[config.mk]
export PLATFORM = sky130hd
export DESIGN_NAME = ir_pulse_decoder_duty_stepper_unit
export DESIGN_NICKNAME = d
export VERILOG_FILES = /design/src/rtl/irpd_pkg.sv /design/src/rtl/irpd_fifo.sv /design/src/rtl/irpd_front.sv /design/src/rtl/irpd_back.sv /design/src/rtl/ir_pulse_decoder_duty_stepper_unit.sv
export SDC_FILE = /design/constraint.sdc
export NUM_CORES = 1
export LEC_CHECK = 0
export BUFFER_PORTS_ARGS = -buffer_cell sky130_fd_sc_hd__buf_4
export CAP_MARGIN = 20
export CELL_PAD_IN_SITES_DETAIL_PLACEMENT = 1
export CELL_PAD_IN_SITES_GLOBAL_PLACEMENT = 1
export CORE_MARGIN = 2
export CORE_UTILIZATION = 42
export CTS_CLUSTER_SIZE = 30
export DETAILED_ROUTE_END_ITERATION = 8
export GPL_ROUTABILITY_DRIVEN = 0
export MAX_ROUTING_LAYER = met4
export PLACE_DENSITY = 0.73
export SYNTH_ARGS = -nofsm -noshare
export SYNTH_HDL_FRONTEND = slang
export SYNTH_SLANG_ARGS = --single-unit
[constraint.sdc]
create_clock -name clk -period 6.7 [get_ports clk]
set_clock_uncertainty 0.2 [all_clocks]
set_input_delay 1.34 -clock clk [delete_from_list [all_inputs] [get_ports clk]]
set_output_delay 1.34 -clock clk [all_outputs]
set_load 0.01 [all_outputs]
[src/rtl/irpd_pkg.sv]
// irpd_pkg: shared types and constants of the ir pulse decoder duty stepper
// used by irpd_front, irpd_back, the top unit and the bench; depends on nothing
`default_nettype none
package irpd_pkg;

  localparam int unsigned QueueDepth = 2;

  localparam int unsigned CfgAddrW = 5;
  localparam int unsigned CfgDataW = 32;

  localparam logic [2:0] RegStartLow     = 3'd0;
  localparam logic [2:0] RegStartHigh    = 3'd1;
  localparam logic [2:0] RegBitThreshold = 3'd2;
  localparam logic [2:0] RegCodeServoUp  = 3'd3;
  localparam logic [2:0] RegCodeServoDn  = 3'd4;
  localparam logic [2:0] RegCodeLedUp    = 3'd5;
  localparam logic [2:0] RegLedTop       = 3'd6;
  localparam logic [2:0] RegAdjustStep   = 3'd7;

  localparam logic [15:0] StartLowRst     = 16'd29;
  localparam logic [15:0] StartHighRst    = 16'd32;
  localparam logic [15:0] BitThresholdRst = 16'd15;
  localparam logic [15:0] CodeServoUpRst  = 16'd752;
  localparam logic [15:0] CodeServoDnRst  = 16'd2800;
  localparam logic [15:0] CodeLedUpRst    = 16'd3280;
  localparam logic [7:0]  LedTopRst       = 8'd99;
  localparam logic [3:0]  AdjustStepRst   = 4'd5;

  localparam logic [7:0] ServoMax   = 8'd250;
  localparam logic [7:0] ServoMin   = 8'd50;
  localparam logic [7:0] ServoReset = 8'd150;
  localparam logic [7:0] LatchCount = 8'd11;
  localparam logic [8:0] LedMaxSeen = 9'd270;

  typedef struct packed {
    logic [15:0] start_low;
    logic [15:0] start_high;
    logic [15:0] bit_threshold;
  } front_cfg_t;

  typedef struct packed {
    logic [15:0] code_servo_up;
    logic [15:0] code_servo_down;
    logic [15:0] code_led_up;
    logic [7:0]  led_top;
    logic [3:0]  adjust_step;
  } back_cfg_t;

  typedef struct packed {
    logic        code_done;
    logic [15:0] code_value;
  } code_evt_t;

  typedef struct packed {
    logic [7:0]  servo_duty;
    logic [8:0]  led_duty;
    logic        code_done;
    logic [15:0] code_value;
  } result_t;

endpackage
`default_nettype wire

[src/rtl/irpd_fifo.sv]
// irpd_fifo: small register queue that parts the stages of the decoder
// depends on no package items
`default_nettype none
module irpd_fifo #(
  parameter int unsigned WIDTH = 17,
  parameter int unsigned DEPTH = 2
) (
  input  wire logic             clk,
  input  wire logic             rst_n,
  input  wire logic             push,
  input  wire logic [WIDTH-1:0] wdata,
  output logic                  full,
  input  wire logic             pop,
  output logic [WIDTH-1:0]      rdata,
  output logic                  empty
);

  localparam int unsigned PtrW = (DEPTH > 1) ? $clog2(DEPTH) : 1;
  localparam int unsigned CntW = $clog2(DEPTH + 1);
  localparam logic [PtrW-1:0] PtrLast = PtrW'(DEPTH - 1);
  localparam logic [CntW-1:0] CntFull = CntW'(DEPTH);

  logic [WIDTH-1:0] mem [DEPTH];
  logic [PtrW-1:0]  wr_ptr_r, wr_ptr_nxt;
  logic [PtrW-1:0]  rd_ptr_r, rd_ptr_nxt;
  logic [CntW-1:0]  count_r, count_nxt;
  logic             do_push, do_pop;

  assign full    = (count_r == CntFull);
  assign empty   = (count_r == '0);
  assign do_push = push && !full;
  assign do_pop  = pop && !empty;
  assign rdata   = mem[rd_ptr_r];

  always_comb begin
    wr_ptr_nxt = wr_ptr_r;
    rd_ptr_nxt = rd_ptr_r;
    count_nxt  = count_r;
    if (do_push) begin
      wr_ptr_nxt = (wr_ptr_r == PtrLast) ? '0 : wr_ptr_r + PtrW'(1);
    end
    if (do_pop) begin
      rd_ptr_nxt = (rd_ptr_r == PtrLast) ? '0 : rd_ptr_r + PtrW'(1);
    end
    if (do_push && !do_pop) begin
      count_nxt = count_r + CntW'(1);
    end else if (do_pop && !do_push) begin
      count_nxt = count_r - CntW'(1);
    end
  end

  always_ff @(posedge clk) begin
    if (!rst_n) begin
      wr_ptr_r <= '0;
      rd_ptr_r <= '0;
      count_r  <= '0;
    end else begin
      wr_ptr_r <= wr_ptr_nxt;
      rd_ptr_r <= rd_ptr_nxt;
      count_r  <= count_nxt;
    end
  end

  always_ff @(posedge clk) begin
    if (do_push) begin
      mem[wr_ptr_r] <= wdata;
    end
  end

`ifndef SYNTHESIS
  a_count_bound: assert property (@(posedge clk) disable iff (!rst_n)
    count_r <= CntFull) else $error("queue count beyond depth");
  a_count_up: assert property (@(posedge clk) disable iff (!rst_n)
    (do_push && !do_pop) |=> (count_r == $past(count_r) + CntW'(1)))
    else $error("queue count missed a push");
  a_count_down: assert property (@(posedge clk) disable iff (!rst_n)
    (do_pop && !do_push) |=> (count_r == $past(count_r) - CntW'(1)))
    else $error("queue count missed a pop");
`endif

endmodule
`default_nettype wire

[src/rtl/irpd_front.sv]
// irpd_front: interval measurement, pulse classification and bit assembly
// depends on irpd_pkg
`default_nettype none
module irpd_front (
  input  wire logic                  clk,
  input  wire logic                  rst_n,
  input  wire logic                  accept,
  input  wire logic [15:0]           edge_stamp,
  input  wire irpd_pkg::front_cfg_t  cfg,
  output irpd_pkg::code_evt_t        evt
);

  logic [15:0] last_stamp_r, last_stamp_nxt;
  logic [15:0] shift_bits_r, shift_bits_nxt;
  logic [7:0]  bit_count_r, bit_count_nxt;
  logic [15:0] interval;
  logic        is_start;

  assign interval = edge_stamp - last_stamp_r;
  assign is_start = (interval > cfg.start_low) && (interval < cfg.start_high);

  always_comb begin
    last_stamp_nxt = edge_stamp;
    shift_bits_nxt = shift_bits_r;
    bit_count_nxt  = bit_count_r;
    priority if (is_start) begin
      shift_bits_nxt = '0;
      bit_count_nxt  = '0;
    end else if (interval > cfg.bit_threshold) begin
      shift_bits_nxt = (shift_bits_r | 16'd1) << 1;
      bit_count_nxt  = bit_count_r + 8'd1;
    end else if (interval < cfg.bit_threshold) begin
      shift_bits_nxt = shift_bits_r << 1;
      bit_count_nxt  = bit_count_r + 8'd1;
    end
  end

  always_comb begin
    evt.code_done  = (bit_count_nxt == irpd_pkg::LatchCount);
    evt.code_value = evt.code_done ? shift_bits_nxt : '0;
  end

  always_ff @(posedge clk) begin
    if (!rst_n) begin
      last_stamp_r <= '0;
      shift_bits_r <= '0;
      bit_count_r  <= '0;
    end else if (accept) begin
      last_stamp_r <= last_stamp_nxt;
      shift_bits_r <= shift_bits_nxt;
      bit_count_r  <= bit_count_nxt;
    end
  end

`ifndef SYNTHESIS
  a_start_clears: assert property (@(posedge clk) disable iff (!rst_n)
    (accept && is_start) |=> (bit_count_r == '0 && shift_bits_r == '0))
    else $error("start interval did not clear the bit state");
  a_low_bit: assert property (@(posedge clk) disable iff (!rst_n)
    accept |=> !shift_bits_r[0]) else $error("shift register low bit set");
  a_stamp_kept: assert property (@(posedge clk) disable iff (!rst_n)
    accept |=> (last_stamp_r == $past(edge_stamp)))
    else $error("edge stamp not kept");
`endif

endmodule
`default_nettype wire

[src/rtl/irpd_back.sv]
// irpd_back: command execution on the servo and led duty levels
// depends on irpd_pkg
`default_nettype none
module irpd_back (
  input  wire logic                 clk,
  input  wire logic                 rst_n,
  input  wire logic                 accept,
  input  wire irpd_pkg::code_evt_t  evt,
  input  wire irpd_pkg::back_cfg_t  cfg,
  output irpd_pkg::result_t         res
);

  logic [7:0] servo_r, servo_nxt;
  logic [8:0] led_r, led_nxt;
  logic [8:0] servo_sum;
  logic [7:0] servo_sub;
  logic [7:0] servo_dn;
  logic [8:0] step9;

  assign step9     = {5'd0, cfg.adjust_step};
  assign servo_sum = {1'b0, servo_r} + step9;
  assign servo_sub = (servo_r >= {4'd0, cfg.adjust_step}) ?
                     servo_r - {4'd0, cfg.adjust_step} : '0;
  assign servo_dn  = (servo_r >= irpd_pkg::ServoMin) ? servo_sub : servo_r;

  always_comb begin
    servo_nxt = servo_r;
    led_nxt   = led_r;
    if (evt.code_done) begin
      priority if (evt.code_value == cfg.code_servo_up) begin
        if (servo_r <= irpd_pkg::ServoMax) begin
          servo_nxt = (servo_sum > {1'b0, irpd_pkg::ServoMax}) ?
                      irpd_pkg::ServoMax : servo_sum[7:0];
        end else begin
          servo_nxt = irpd_pkg::ServoMax;
        end
      end else if (evt.code_value == cfg.code_servo_down) begin
        servo_nxt = (servo_dn < irpd_pkg::ServoMin) ? irpd_pkg::ServoMin : servo_dn;
      end else if (evt.code_value == cfg.code_led_up) begin
        if (led_r <= {1'b0, cfg.led_top}) begin
          led_nxt = led_r + step9;
        end
      end else begin
        led_nxt = (led_r >= step9) ? led_r - step9 : '0;
      end
    end
  end

  always_comb begin
    res.servo_duty = servo_nxt;
    res.led_duty   = led_nxt;
    res.code_done  = evt.code_done;
    res.code_value = evt.code_value;
  end

  always_ff @(posedge clk) begin
    if (!rst_n) begin
      servo_r <= irpd_pkg::ServoReset;
      led_r   <= '0;
    end else if (accept) begin
      servo_r <= servo_nxt;
      led_r   <= led_nxt;
    end
  end

`ifndef SYNTHESIS
  a_servo_range: assert property (@(posedge clk) disable iff (!rst_n)
    (servo_r >= irpd_pkg::ServoMin) && (servo_r <= irpd_pkg::ServoMax))
    else $error("servo level out of range");
  a_led_range: assert property (@(posedge clk) disable iff (!rst_n)
    led_r <= irpd_pkg::LedMaxSeen) else $error("led level out of range");
  a_idle_hold: assert property (@(posedge clk) disable iff (!rst_n)
    (accept && !evt.code_done) |=> ($stable(servo_r) && $stable(led_r)))
    else $error("duty moved without a code");
`endif

endmodule
`default_nettype wire

[src/rtl/ir_pulse_decoder_duty_stepper_unit.sv]
// ir pulse decoder duty stepper: an accepted item is registered in the middle queue,
// then in the output queue, ready to pop; one item per cycle while results are popped,
// set by the front bit assembly loop (subtract, compare, shift) and two-entry queues
// synchronous active-low reset: duties 150/0, bit state cleared, registers to defaults
// depends on irpd_pkg, irpd_front, irpd_fifo, irpd_back
`default_nettype none
module ir_pulse_decoder_duty_stepper_unit #(
  parameter int unsigned QUEUE_DEPTH = irpd_pkg::QueueDepth
) (
  input  wire logic                          clk,
  input  wire logic                          rst_n,
  input  wire logic                          in_push,
  output logic                               in_full,
  input  wire logic [15:0]                   in_edge_stamp,
  output logic                               out_empty,
  input  wire logic                          out_pop,
  output logic [7:0]                         out_servo_duty,
  output logic [8:0]                         out_led_duty,
  output logic                               out_code_done,
  output logic [15:0]                        out_code_value,
  input  wire logic                          cfg_psel,
  input  wire logic                          cfg_penable,
  input  wire logic                          cfg_pwrite,
  input  wire logic [irpd_pkg::CfgAddrW-1:0] cfg_paddr,
  input  wire logic [irpd_pkg::CfgDataW-1:0] cfg_pwdata,
  output logic [irpd_pkg::CfgDataW-1:0]      cfg_prdata,
  output logic                               cfg_pready
);

  localparam int unsigned EvtW = $bits(irpd_pkg::code_evt_t);
  localparam int unsigned ResW = $bits(irpd_pkg::result_t);

  irpd_pkg::front_cfg_t fcfg_r;
  irpd_pkg::back_cfg_t  bcfg_r;
  irpd_pkg::code_evt_t  front_evt, mid_evt;
  irpd_pkg::result_t    back_res, out_res;
  logic [2:0]           cfg_idx;
  logic                 cfg_wr;
  logic                 in_accept, mid_full, mid_empty, out_full, mid_pop;
  logic [EvtW-1:0]      mid_rdata;
  logic [ResW-1:0]      out_rdata;

  assign cfg_pready = 1'b1;
  assign cfg_idx    = cfg_paddr[4:2];
  assign cfg_wr     = cfg_psel && cfg_penable && cfg_pwrite;

  always_ff @(posedge clk) begin
    if (!rst_n) begin
      fcfg_r.start_low       <= irpd_pkg::StartLowRst;
      fcfg_r.start_high      <= irpd_pkg::StartHighRst;
      fcfg_r.bit_threshold   <= irpd_pkg::BitThresholdRst;
      bcfg_r.code_servo_up   <= irpd_pkg::CodeServoUpRst;
      bcfg_r.code_servo_down <= irpd_pkg::CodeServoDnRst;
      bcfg_r.code_led_up     <= irpd_pkg::CodeLedUpRst;
      bcfg_r.led_top         <= irpd_pkg::LedTopRst;
      bcfg_r.adjust_step     <= irpd_pkg::AdjustStepRst;
    end else if (cfg_wr) begin
      unique case (cfg_idx)
        irpd_pkg::RegStartLow:     fcfg_r.start_low       <= cfg_pwdata[15:0];
        irpd_pkg::RegStartHigh:    fcfg_r.start_high      <= cfg_pwdata[15:0];
        irpd_pkg::RegBitThreshold: fcfg_r.bit_threshold   <= cfg_pwdata[15:0];
        irpd_pkg::RegCodeServoUp:  bcfg_r.code_servo_up   <= cfg_pwdata[15:0];
        irpd_pkg::RegCodeServoDn:  bcfg_r.code_servo_down <= cfg_pwdata[15:0];
        irpd_pkg::RegCodeLedUp:    bcfg_r.code_led_up     <= cfg_pwdata[15:0];
        irpd_pkg::RegLedTop:       bcfg_r.led_top         <= cfg_pwdata[7:0];
        irpd_pkg::RegAdjustStep:   bcfg_r.adjust_step     <= cfg_pwdata[3:0];
        default: ;
      endcase
    end
  end

  always_comb begin
    cfg_prdata = '0;
    unique case (cfg_idx)
      irpd_pkg::RegStartLow:     cfg_prdata[15:0] = fcfg_r.start_low;
      irpd_pkg::RegStartHigh:    cfg_prdata[15:0] = fcfg_r.start_high;
      irpd_pkg::RegBitThreshold: cfg_prdata[15:0] = fcfg_r.bit_threshold;
      irpd_pkg::RegCodeServoUp:  cfg_prdata[15:0] = bcfg_r.code_servo_up;
      irpd_pkg::RegCodeServoDn:  cfg_prdata[15:0] = bcfg_r.code_servo_down;
      irpd_pkg::RegCodeLedUp:    cfg_prdata[15:0] = bcfg_r.code_led_up;
      irpd_pkg::RegLedTop:       cfg_prdata[7:0]  = bcfg_r.led_top;
      irpd_pkg::RegAdjustStep:   cfg_prdata[3:0]  = bcfg_r.adjust_step;
      default: ;
    endcase
  end

  assign in_full   = mid_full;
  assign in_accept = in_push && !mid_full;
  assign mid_pop   = !mid_empty && !out_full;
  assign mid_evt   = irpd_pkg::code_evt_t'(mid_rdata);
  assign out_res   = irpd_pkg::result_t'(out_rdata);

  irpd_front u_front (
    .clk        (clk),
    .rst_n      (rst_n),
    .accept     (in_accept),
    .edge_stamp (in_edge_stamp),
    .cfg        (fcfg_r),
    .evt        (front_evt)
  );

  irpd_fifo #(
    .WIDTH (EvtW),
    .DEPTH (QUEUE_DEPTH)
  ) u_mid_q (
    .clk   (clk),
    .rst_n (rst_n),
    .push  (in_push),
    .wdata (front_evt),
    .full  (mid_full),
    .pop   (mid_pop),
    .rdata (mid_rdata),
    .empty (mid_empty)
  );

  irpd_back u_back (
    .clk    (clk),
    .rst_n  (rst_n),
    .accept (mid_pop),
    .evt    (mid_evt),
    .cfg    (bcfg_r),
    .res    (back_res)
  );

  irpd_fifo #(
    .WIDTH (ResW),
    .DEPTH (QUEUE_DEPTH)
  ) u_out_q (
    .clk   (clk),
    .rst_n (rst_n),
    .push  (mid_pop),
    .wdata (back_res),
    .full  (out_full),
    .pop   (out_pop),
    .rdata (out_rdata),
    .empty (out_empty)
  );

  assign out_servo_duty = out_res.servo_duty;
  assign out_led_duty   = out_res.led_duty;
  assign out_code_done  = out_res.code_done;
  assign out_code_value = out_res.code_value;

`ifndef SYNTHESIS
  a_code_zero: assert property (@(posedge clk) disable iff (!rst_n)
    (!out_empty && !out_code_done) |-> (out_code_value == '0))
    else $error("code value shown without a code");
  a_mid_flow: assert property (@(posedge clk) disable iff (!rst_n)
    (!mid_empty && !out_full) |=> !out_empty)
    else $error("decoded item lost between queues");
  a_cfg_ready: assert property (@(posedge clk) disable iff (!rst_n)
    (cfg_wr && cfg_idx == irpd_pkg::RegAdjustStep) |=>
    (bcfg_r.adjust_step == $past(cfg_pwdata[3:0])))
    else $error("step register write lost");
`endif

endmodule
`default_nettype wire

==> impl_metrics.csv, run 1 <==
group,metric,value,unit
detailed_routing,wl_met1,20000,µm
pwr,sw_frac_of_total,34.3,%
cells_and_area,drive_gt1_share,14.0,%
synth,netlist_instances,1717,
global_route,grt_pass1_wl,74400,µm
sta,setup_tns,0,ns
cells_and_area,fin_util,48.7,%
place,pre_cts_ws,0.234,ns
detailed_routing,firstDrtPassIters,5,
synth,synth_top_area_share,22.5,%
worst_setup_path,max_stage_delay,0.39,ns
min_path,worstHoldPathType,"reg2reg",
floorplan,boundaryPins,129,
synth,synth_seq_cells,277,
cts,clockBufferDepth,3,
cells_and_area,nNetsFinal,1939,
sta,finalHoldViolations,0,
sta,worst_pin_slew,1.06,ns
cts,root_buffer,"clkbuf_16",
min_path,holdPathStages,2,
detailed_routing,wl_met2,23600,µm
detailed_routing,num_vias,12900,
synth,yosysTopAreaCell,"dfxtp_1",
synth,synth_edf_count,102,
global_route,grt_max_degree,75,
worst_setup_path,worst_r2r_path_depth,21,
worst_setup_path,crit_type,"in2reg",
floorplan,initial_core_util,42.6,%
floorplan,die-area,38600,µm²
worst_setup_path,critPathMaxFanout,14,
detailed_routing,routed_wl,47400,µm
global_route,grt_pass1_vias,13400,
cts,clk_pin_slew,0.05,ns
place,dp.final_hpwl,34000,µm
cts,cts_setup_buffers,0,
sta,layout_worst_path_cycle_share,89.4,%
pwr,power_frac_seq,35.9,%
status,status,"finished clean",
run,maxCapViolations,0,
synth,ys_seq_area_share,42.2,%
worst_setup_path,worst_setup_path_start_kind,"input pin",
detailed_routing,wl_per_cell,20.7,µm
sta,setup_viol,0,
detailed_routing,drtAntennaViolNets,0,
pwr,combPwrFrac,34.4,%
cells_and_area,fin_area,17800,µm²
detailed_routing,routed.top_layer,"met4",
cells_and_area,area_delta_synth_final,14.3,%
floorplan,fp.dieH,196,µm
synth,dominantRegCellSynth,"dfxtp_1",
synth,yosys-top-cells-area,"dfxtp_1 (23%), edfxtp_1 (20%), nand2_1 (7.4%)",
worst_setup_path,cp.required,6.84,ns
cts,cts_inserted_buffers,34,
cts,cts_hold_buf,0,
synth,avgSynthCellArea,9.06,µm²
sta,final.setup.worst_slack,0.711,ns
worst_setup_path,end_kind,"register",
global_route,overflow,0,
sta,fin_crit,5.99,ns
detailed_routing,drc_errors,0,
worst_setup_path,path_cells,"buf_4 > ha_1 > nor2b_1 > o21ai_0 > a21boi_0 > o41ai_1 > buf_4 > o2111ai_1 > a31o_2 > a21oi_1 > xnor2_1 > ha_1 > a21o_1 > a21o_1 > a21oi_1 > nand3_1 > o31ai_1 > mux2i_1 > o2111ai_2 > buf_4 > a21oi_1",
cts,cts_sinks,277,
floorplan,dieWidth,196,µm
floorplan,std_cell_rows,70,
pwr,p_clk_share,29.7,%
sta,grt_setup_unrepaired,"false",
global_route,track_usage,25.4,%
cells_and_area,fillCellCount,4184,
pwr,powerDensity,358,nW/µm²
pwr,internal_power,4180,µW
cts,clk_latency,0.53,ns
sta,slew_headroom,29.3,%
pwr,ir_drop,209,µV
worst_setup_path,cp_slowest_cell,"o31ai_1",
detailed_routing,viasPerCell,5.65,
sta,fmax,0.167,GHz
pwr,power.leakage,0.00673,µW
sta,slew_viol_final,0,
synth,synth_area,15500,µm²
cts,cts_resized,0,
floorplan,core,36500,µm²
place,placed_area,16600,µm²
synth,ys_async_sr_fraction,0,%
synth,yosysWarningCount,0,
worst_setup_path,worst_ep_arrival_time,6.13,ns
cts,cts_max_level,2,
place,numPortBuffers,93,
detailed_routing,met3_wirelength,1930,µm
synth,ys_types,89,
global_route,antenna_found_initial,4,
pwr,power.switching,2180,µW
detailed_routing,drtIter0Drc,627,
cts,cts_tree,"yes",
[through the flow]
step                      hold WS (ns)  total power (µW)  instances
after global placement           0.241              4390       2215
after floorplan                  0.230              3750       1732
after global routing             0.270              6720       2283
final                            0.250              6360       2283
after detailed placement         0.246              4500       2216
after CTS                        0.254              6420       2278
[cells by family (layout without fill, tap and decap cells)]
family | Yosys count | count (layout) | share of synthesized area, %
mux | 93 | 93 | 7.40
simple gates | 561 | 561 | 16.2
other cells | 2 | 21 | 0.0483
xor+xnor | 76 | 76 | 4.28
fa+ha+maj | 94 | 94 | 7.80
flops | 277 | 277 | 42.2
compound gates | 387 | 387 | 15.9
buf+inv | 227 | 306 | 6.13
[sequential cells by signal, indices dropped and copies added, names as in the netlist, named ones only]
name and count:
u_back.servo_r 8, u_mid_q.rd_ptr_r 1, u_front.bit_count_r 8, u_out_q.count_r 2
u_mid_q.count_r 2, bcfg_r 60, u_out_q.mem 68, u_front.last_stamp_r 16
u_out_q.rd_ptr_r 1, u_front.shift_bits_r 16, u_mid_q.wr_ptr_r 1, u_back.led_r 9
u_out_q.wr_ptr_r 1, fcfg_r 48, u_mid_q.mem 34
[routing by layer]
metal | vias up | global-route usage [%]
met3 | 95 | 3.51
met2 | 302 | 43.3
met5 | - | -
met1 | 6342 | 30.2
met4 | 0 | 10.5
li1 | 6169 | -
[cell usage after synthesis (all sizes together), types with 8 or more instances]
cell,number
o21a,10
nand2,306
nand2b,11
edfxtp,102
a21oi,166
nor2b,16
a22oi,12
o211ai,16
nor4,19
xor2,9
dfxtp,175
mux2i,40
and2,8
o21ai,47
nand3,47
a21o,17
and3,13
a31oi,12
xnor2,67
nand4,16
mux2,48
a22o,19
ha,89
nor3,17
inv,127
buf,32
nor2,81
o22ai,14
clkbuf,68
[worst max-delay path, delay by kind of cell]
kind | cells | cell delay (ns)
xor+xnor | 1 | 0.26
simple gates | 2 | 0.25
mux | 1 | 0.33
compound gates | 12 | 2.80
buf+inv | 3 | 0.55
fa+ha+maj | 2 | 0.61
[layout by cell type (no fill, tap or decap), types with 17 or more instances in the layout]
master and instances:
inv_1 125, a21o_1 17, edfxtp_1 102, o21ai_0 42, buf_4 115, nand3_1 47
nor2_1 79, a22o_1 19, nand2_1 306, ha_1 89, conb_1 17, mux2i_1 28
nor4_1 18, xnor2_1 67, clkbuf_16 34, mux2_2 48, dfxtp_1 175, a21oi_1 166
[path summary, 6_finish.rpt]
path,from,slack (ns),endpoint
min reg2reg,u_front.last_stamp_r[5]$_SDFFE_PN0P_,0.25,u_front.last_stamp_r[5]$_SDFFE_PN0P_
max,in_edge_stamp[1],0.71,u_mid_q.mem[1][9]$_DFFE_PP_
max reg2reg,u_front.last_stamp_r[1]$_SDFFE_PN0P_,1.24,u_mid_q.mem[1][9]$_DFFE_PP_
min,u_front.last_stamp_r[5]$_SDFFE_PN0P_,0.25,u_front.last_stamp_r[5]$_SDFFE_PN0P_
[power groups by stage]
stage          Clock, µW  Sequential [µW]  Combinational (µW)
6_report            1890             2280                2190
3_3_place_gp           0             2290                2100
4_1_cts             1930             2280                2210
3_5_place_dp           0             2320                2190
2_1_floorplan          0             2210                1540
5_1_grt             1990             2320                2410
[cell type report]
type | count | area, µm² | share of cell area, %
Inverter | 127 | 479 | 2.70
Multi-Input combinational cell | 1228 | 8110 | 45.6
Antenna cell | 4 | 10.0 | 0.0563
Clock inverter | 13 | 189 | 1.06
Clock buffer | 49 | 947 | 5.33
Timing Repair Buffer | 117 | 886 | 4.99
Sequential cell | 277 | 6570 | 37.0
Tap cell | 468 | 586 | 3.30
Power figures use the tool's default switching activity.
==> run 2: changes to the inputs <==
PLACE_DENSITY = 0.71   (was 0.73)
SYNTH_HIERARCHICAL = 1   (was unset)
==> impl_metrics.csv, run 2 <==
group,metric,value,unit
sta,setup_tns,0,ns
floorplan,std_cell_rows,72,
global_route,grt_pass1_vias,12900,
cts,clk_pin_slew,0.06,ns
synth,synth_most_common_cell,"nand2_1",
cells_and_area,area_delta_synth_final,12.1,%
floorplan,core,38600,µm²
worst_setup_path,end_kind,"register",
worst_setup_path,worst_r2r_path_depth,19,
cells_and_area,fin_area,18300,µm²
worst_setup_path,worst_ep_arrival_time,6.03,ns
cells_and_area,top_register,"u_out_q/mem",
cts,cts_setup_buffers,0,
detailed_routing,wl_per_cell,20.9,µm
detailed_routing,viasPerCell,5.62,
place,dp.cells,2166,
cts,cts_max_level,1,
cells_and_area,nNetsFinal,1835,
synth,synth_area,16300,µm²
detailed_routing,firstDrtPassIters,7,
global_route,track_usage,23.4,%
run,maxCapViolations,0,
synth,synth_commonest_cells,"nand2_1 (180), dfxtp_1 (175), mux2i_1 (107), inv_1 (106), edfxtp_1 (102)",
worst_setup_path,critPathMaxFanout,11,
cells_and_area,fillCellCount,4338,
place,dp.final_hpwl,34500,µm
global_route,grt_pass1_wl,73200,µm
synth,avgSynthCellArea,9.97,µm²
cells_and_area,final_common_cell,"nand2_1",
worst_setup_path,crit_type,"in2reg",
sta,fmax,0.173,GHz
pwr,powerDensity,329,nW/µm²
cells_and_area,drive_gt1_share,17.2,%
synth,synth_edf_count,102,
cts,clk_latency,0.60,ns
cts,root_buffer,"clkbuf_16",
min_path,hold_path_end,"bcfg_r[7]$_SDFFE_PN0P_",
cts,cts_resized,0,
sta,layout_worst_path_cycle_share,86.5,%
worst_setup_path,worst_setup_path_start_kind,"input pin",
worst_setup_path,regToRegSetupSlack,1.47,ns
synth,synth_seq_cells,277,
detailed_routing,drtIter0Drc,699,
synth,yosysTopAreaCell,"dfxtp_1",
detailed_routing,routed_wl,46600,µm
global_route,grt_max_degree,129,
worst_setup_path,cp.required,6.93,ns
cells_and_area,register_area,6570,µm²
sta,setup_viol,0,
floorplan,fp.dieH,201,µm
status,status,"finished clean",
pwr,total_power,6020,µW
synth,yosysWarningCount,6,
cells_and_area,final_cell_mix,"nand2_1 (180), dfxtp_1 (175), buf_4 (108)",
cells_and_area,top_regs,"u_out_q/mem: 68 flops, bcfg_r: 60 flops, fcfg_r: 48 flops",
cells_and_area,multiInputGateArea,8690,µm²
floorplan,initial_core_util,42.4,%
cts,clockBufferDepth,3,
cells_and_area,antennaDiodeCount,0,
synth,ys_types,100,
synth,yosys-top-cells-area,"dfxtp_1 (21%), edfxtp_1 (19%), ha_1 (6.8%)",
sta,fin_crit,5.80,ns
global_route,antenna_found_initial,0,
floorplan,die-area,40500,µm²
sta,worst_pin_slew,0.974,ns
place,placed_area,17100,µm²
pwr,ir_drop,193,µV
global_route,overflow,0,
detailed_routing,drc_errors,0,
detailed_routing,wl_met1,20400,µm
synth,dominantRegCellSynth,"dfxtp_1",
sta,slew_viol_final,0,
min_path,holdPathStages,2,
synth,netlist_instances,1639,
synth,ys_seq_area_share,40.2,%
synth,ys_async_sr_fraction,0,%
synth,synth_top_area_share,21.4,%
sta,grt_setup_unrepaired,"false",
place,numPortBuffers,93,
cts,cts_tree,"yes",
pwr,power.leakage,0.00721,µW
sta,slew_headroom,34.7,%
detailed_routing,num_vias,12500,
min_path,worstHoldPathType,"reg2reg",
detailed_routing,met3_wirelength,1390,µm
floorplan,dieWidth,201,µm
cells_and_area,instances_no_fill,2224,
worst_setup_path,r2r-start,"u_front/last_stamp_r[0]$_SDFFE_PN0P_",
cts,cts_inserted_buffers,31,
detailed_routing,routed.top_layer,"met4",
sta,finalHoldViolations,0,
cts,cts_sinks,277,
floorplan,boundaryPins,129,
detailed_routing,wl_met2,22700,µm
detailed_routing,drtAntennaViolNets,0,
min_path,hold_start,"bcfg_r[7]$_SDFFE_PN0P_",
cts,cts_hold_buf,0,
cells_and_area,largest_reg_flops,68,
worst_setup_path,reg2reg_to,"u_mid_q/mem[0][11]$_DFFE_PP_",
==> run 2: changes by cell type after synthesis, sizes merged, moves of 11 or more <==
cell | before | now
clkbuf | 68 | 34
mux2 | 48 | 72
nor2b | 16 | 35
xor2 | 9 | 24
buf | 32 | 81
xnor2 | 67 | 49
nor4 | 19 | 8
nand2 | 306 | 182
o21ai | 47 | 74
inv | 127 | 109
mux2i | 40 | 107
a21oi | 166 | 55
nor2 | 81 | 40
==> run 2: worst max-delay path by stage <==
| stage | startpoint | to | slack, ns | cells after the start |
|---|---|---|---|---|
| 5_1_grt | in_edge_stamp[0] | u_mid_q/mem[0][11]$_DFFE_PP_ | 0.47 | 21 |
| 3_3_place_gp | in_edge_stamp[0] | u_mid_q/mem[0][12]$_DFFE_PP_ | 0.45 | 21 |
| 3_5_place_dp | in_edge_stamp[0] | u_mid_q/mem[1][11]$_DFFE_PP_ | 0.25 | 21 |
| 2_1_floorplan | in_edge_stamp[0] | u_mid_q/mem[0][10]$_DFFE_PP_ | 1.17 | 20 |
| 6_report | in_edge_stamp[0] | u_mid_q/mem[0][11]$_DFFE_PP_ | 0.90 | 21 |
| 4_1_cts | in_edge_stamp[0] | u_mid_q/mem[0][11]$_DFFE_PP_ | 0.88 | 21 |
==> run 2: worst max-delay path, stage by stage <==
cell      delay [ns]
buf_4           0.08
inv_1           0.03
ha_1            0.21
fa_1            0.41
nor2b_1         0.12
o21ai_0         0.10
a21boi_0        0.34
o211ai_1        0.20
a31oi_1         0.27
a21o_1          0.17
a21oi_1         0.07
xnor2_1         0.30
ha_1            0.32
and4_1          0.23
a221oi_2        0.29
o21a_1          0.22
a21boi_2        0.09
o311ai_2        0.32
nand4_2         0.42
buf_4           0.33
a21oi_2         0.16
==> run 2: kinds of logic (layout without fill, tap and decap cells) <==
kind of cell | after synthesis | in the layout | share of synthesized area, %
compound gates | 360 | 360 | 15.8
other cells | 2 | 17 | 0.0460
flops | 277 | 277 | 40.2
mux | 183 | 183 | 12.1
xor+xnor | 73 | 73 | 3.91
fa+ha+maj | 94 | 94 | 7.43
simple gates | 425 | 425 | 13.5
buf+inv | 225 | 277 | 7.04
==> run 2: final cells by class <==
class	instances	share of cell area (%)
flip-flops and latches	277	35.8
repair buffers	109	4.54
clock buffers	36	4.39
well taps	518	3.54
clock inverters	22	1.99
inverters	110	2.25
multi-input cells	1152	47.4
==> run 2: per-layer routing <==
layer / vias up / track usage [%]
met5: - / -
met4: 0 / 9.27
met3: 101 / 2.43
met2: 232 / 39.1
met1: 6182 / 29.2
li1: 5975 / -
==> run 2: per-stage QoR <==
stage	hold WS, ns	util, %	setup WS [ns]
2_1_floorplan	0.221	-	1.17
3_3_place_gp	0.259	44.5	0.453
3_5_place_dp	0.271	44.5	0.254
4_1_cts	0.280	47.5	0.880
5_1_grt	0.294	47.5	0.474
6_report	0.275	47.5	0.903
==> run 2: report_power, final <==
| part | total, µW | switching, µW | internal, µW | leakage, µW |
|---|---|---|---|---|
| combinational | 1920 | 1100 | 828 | 0.00429 |
| clock | 1950 | 742 | 1210 | 0.000553 |
| sequential | 2150 | 128 | 2020 | 0.00237 |
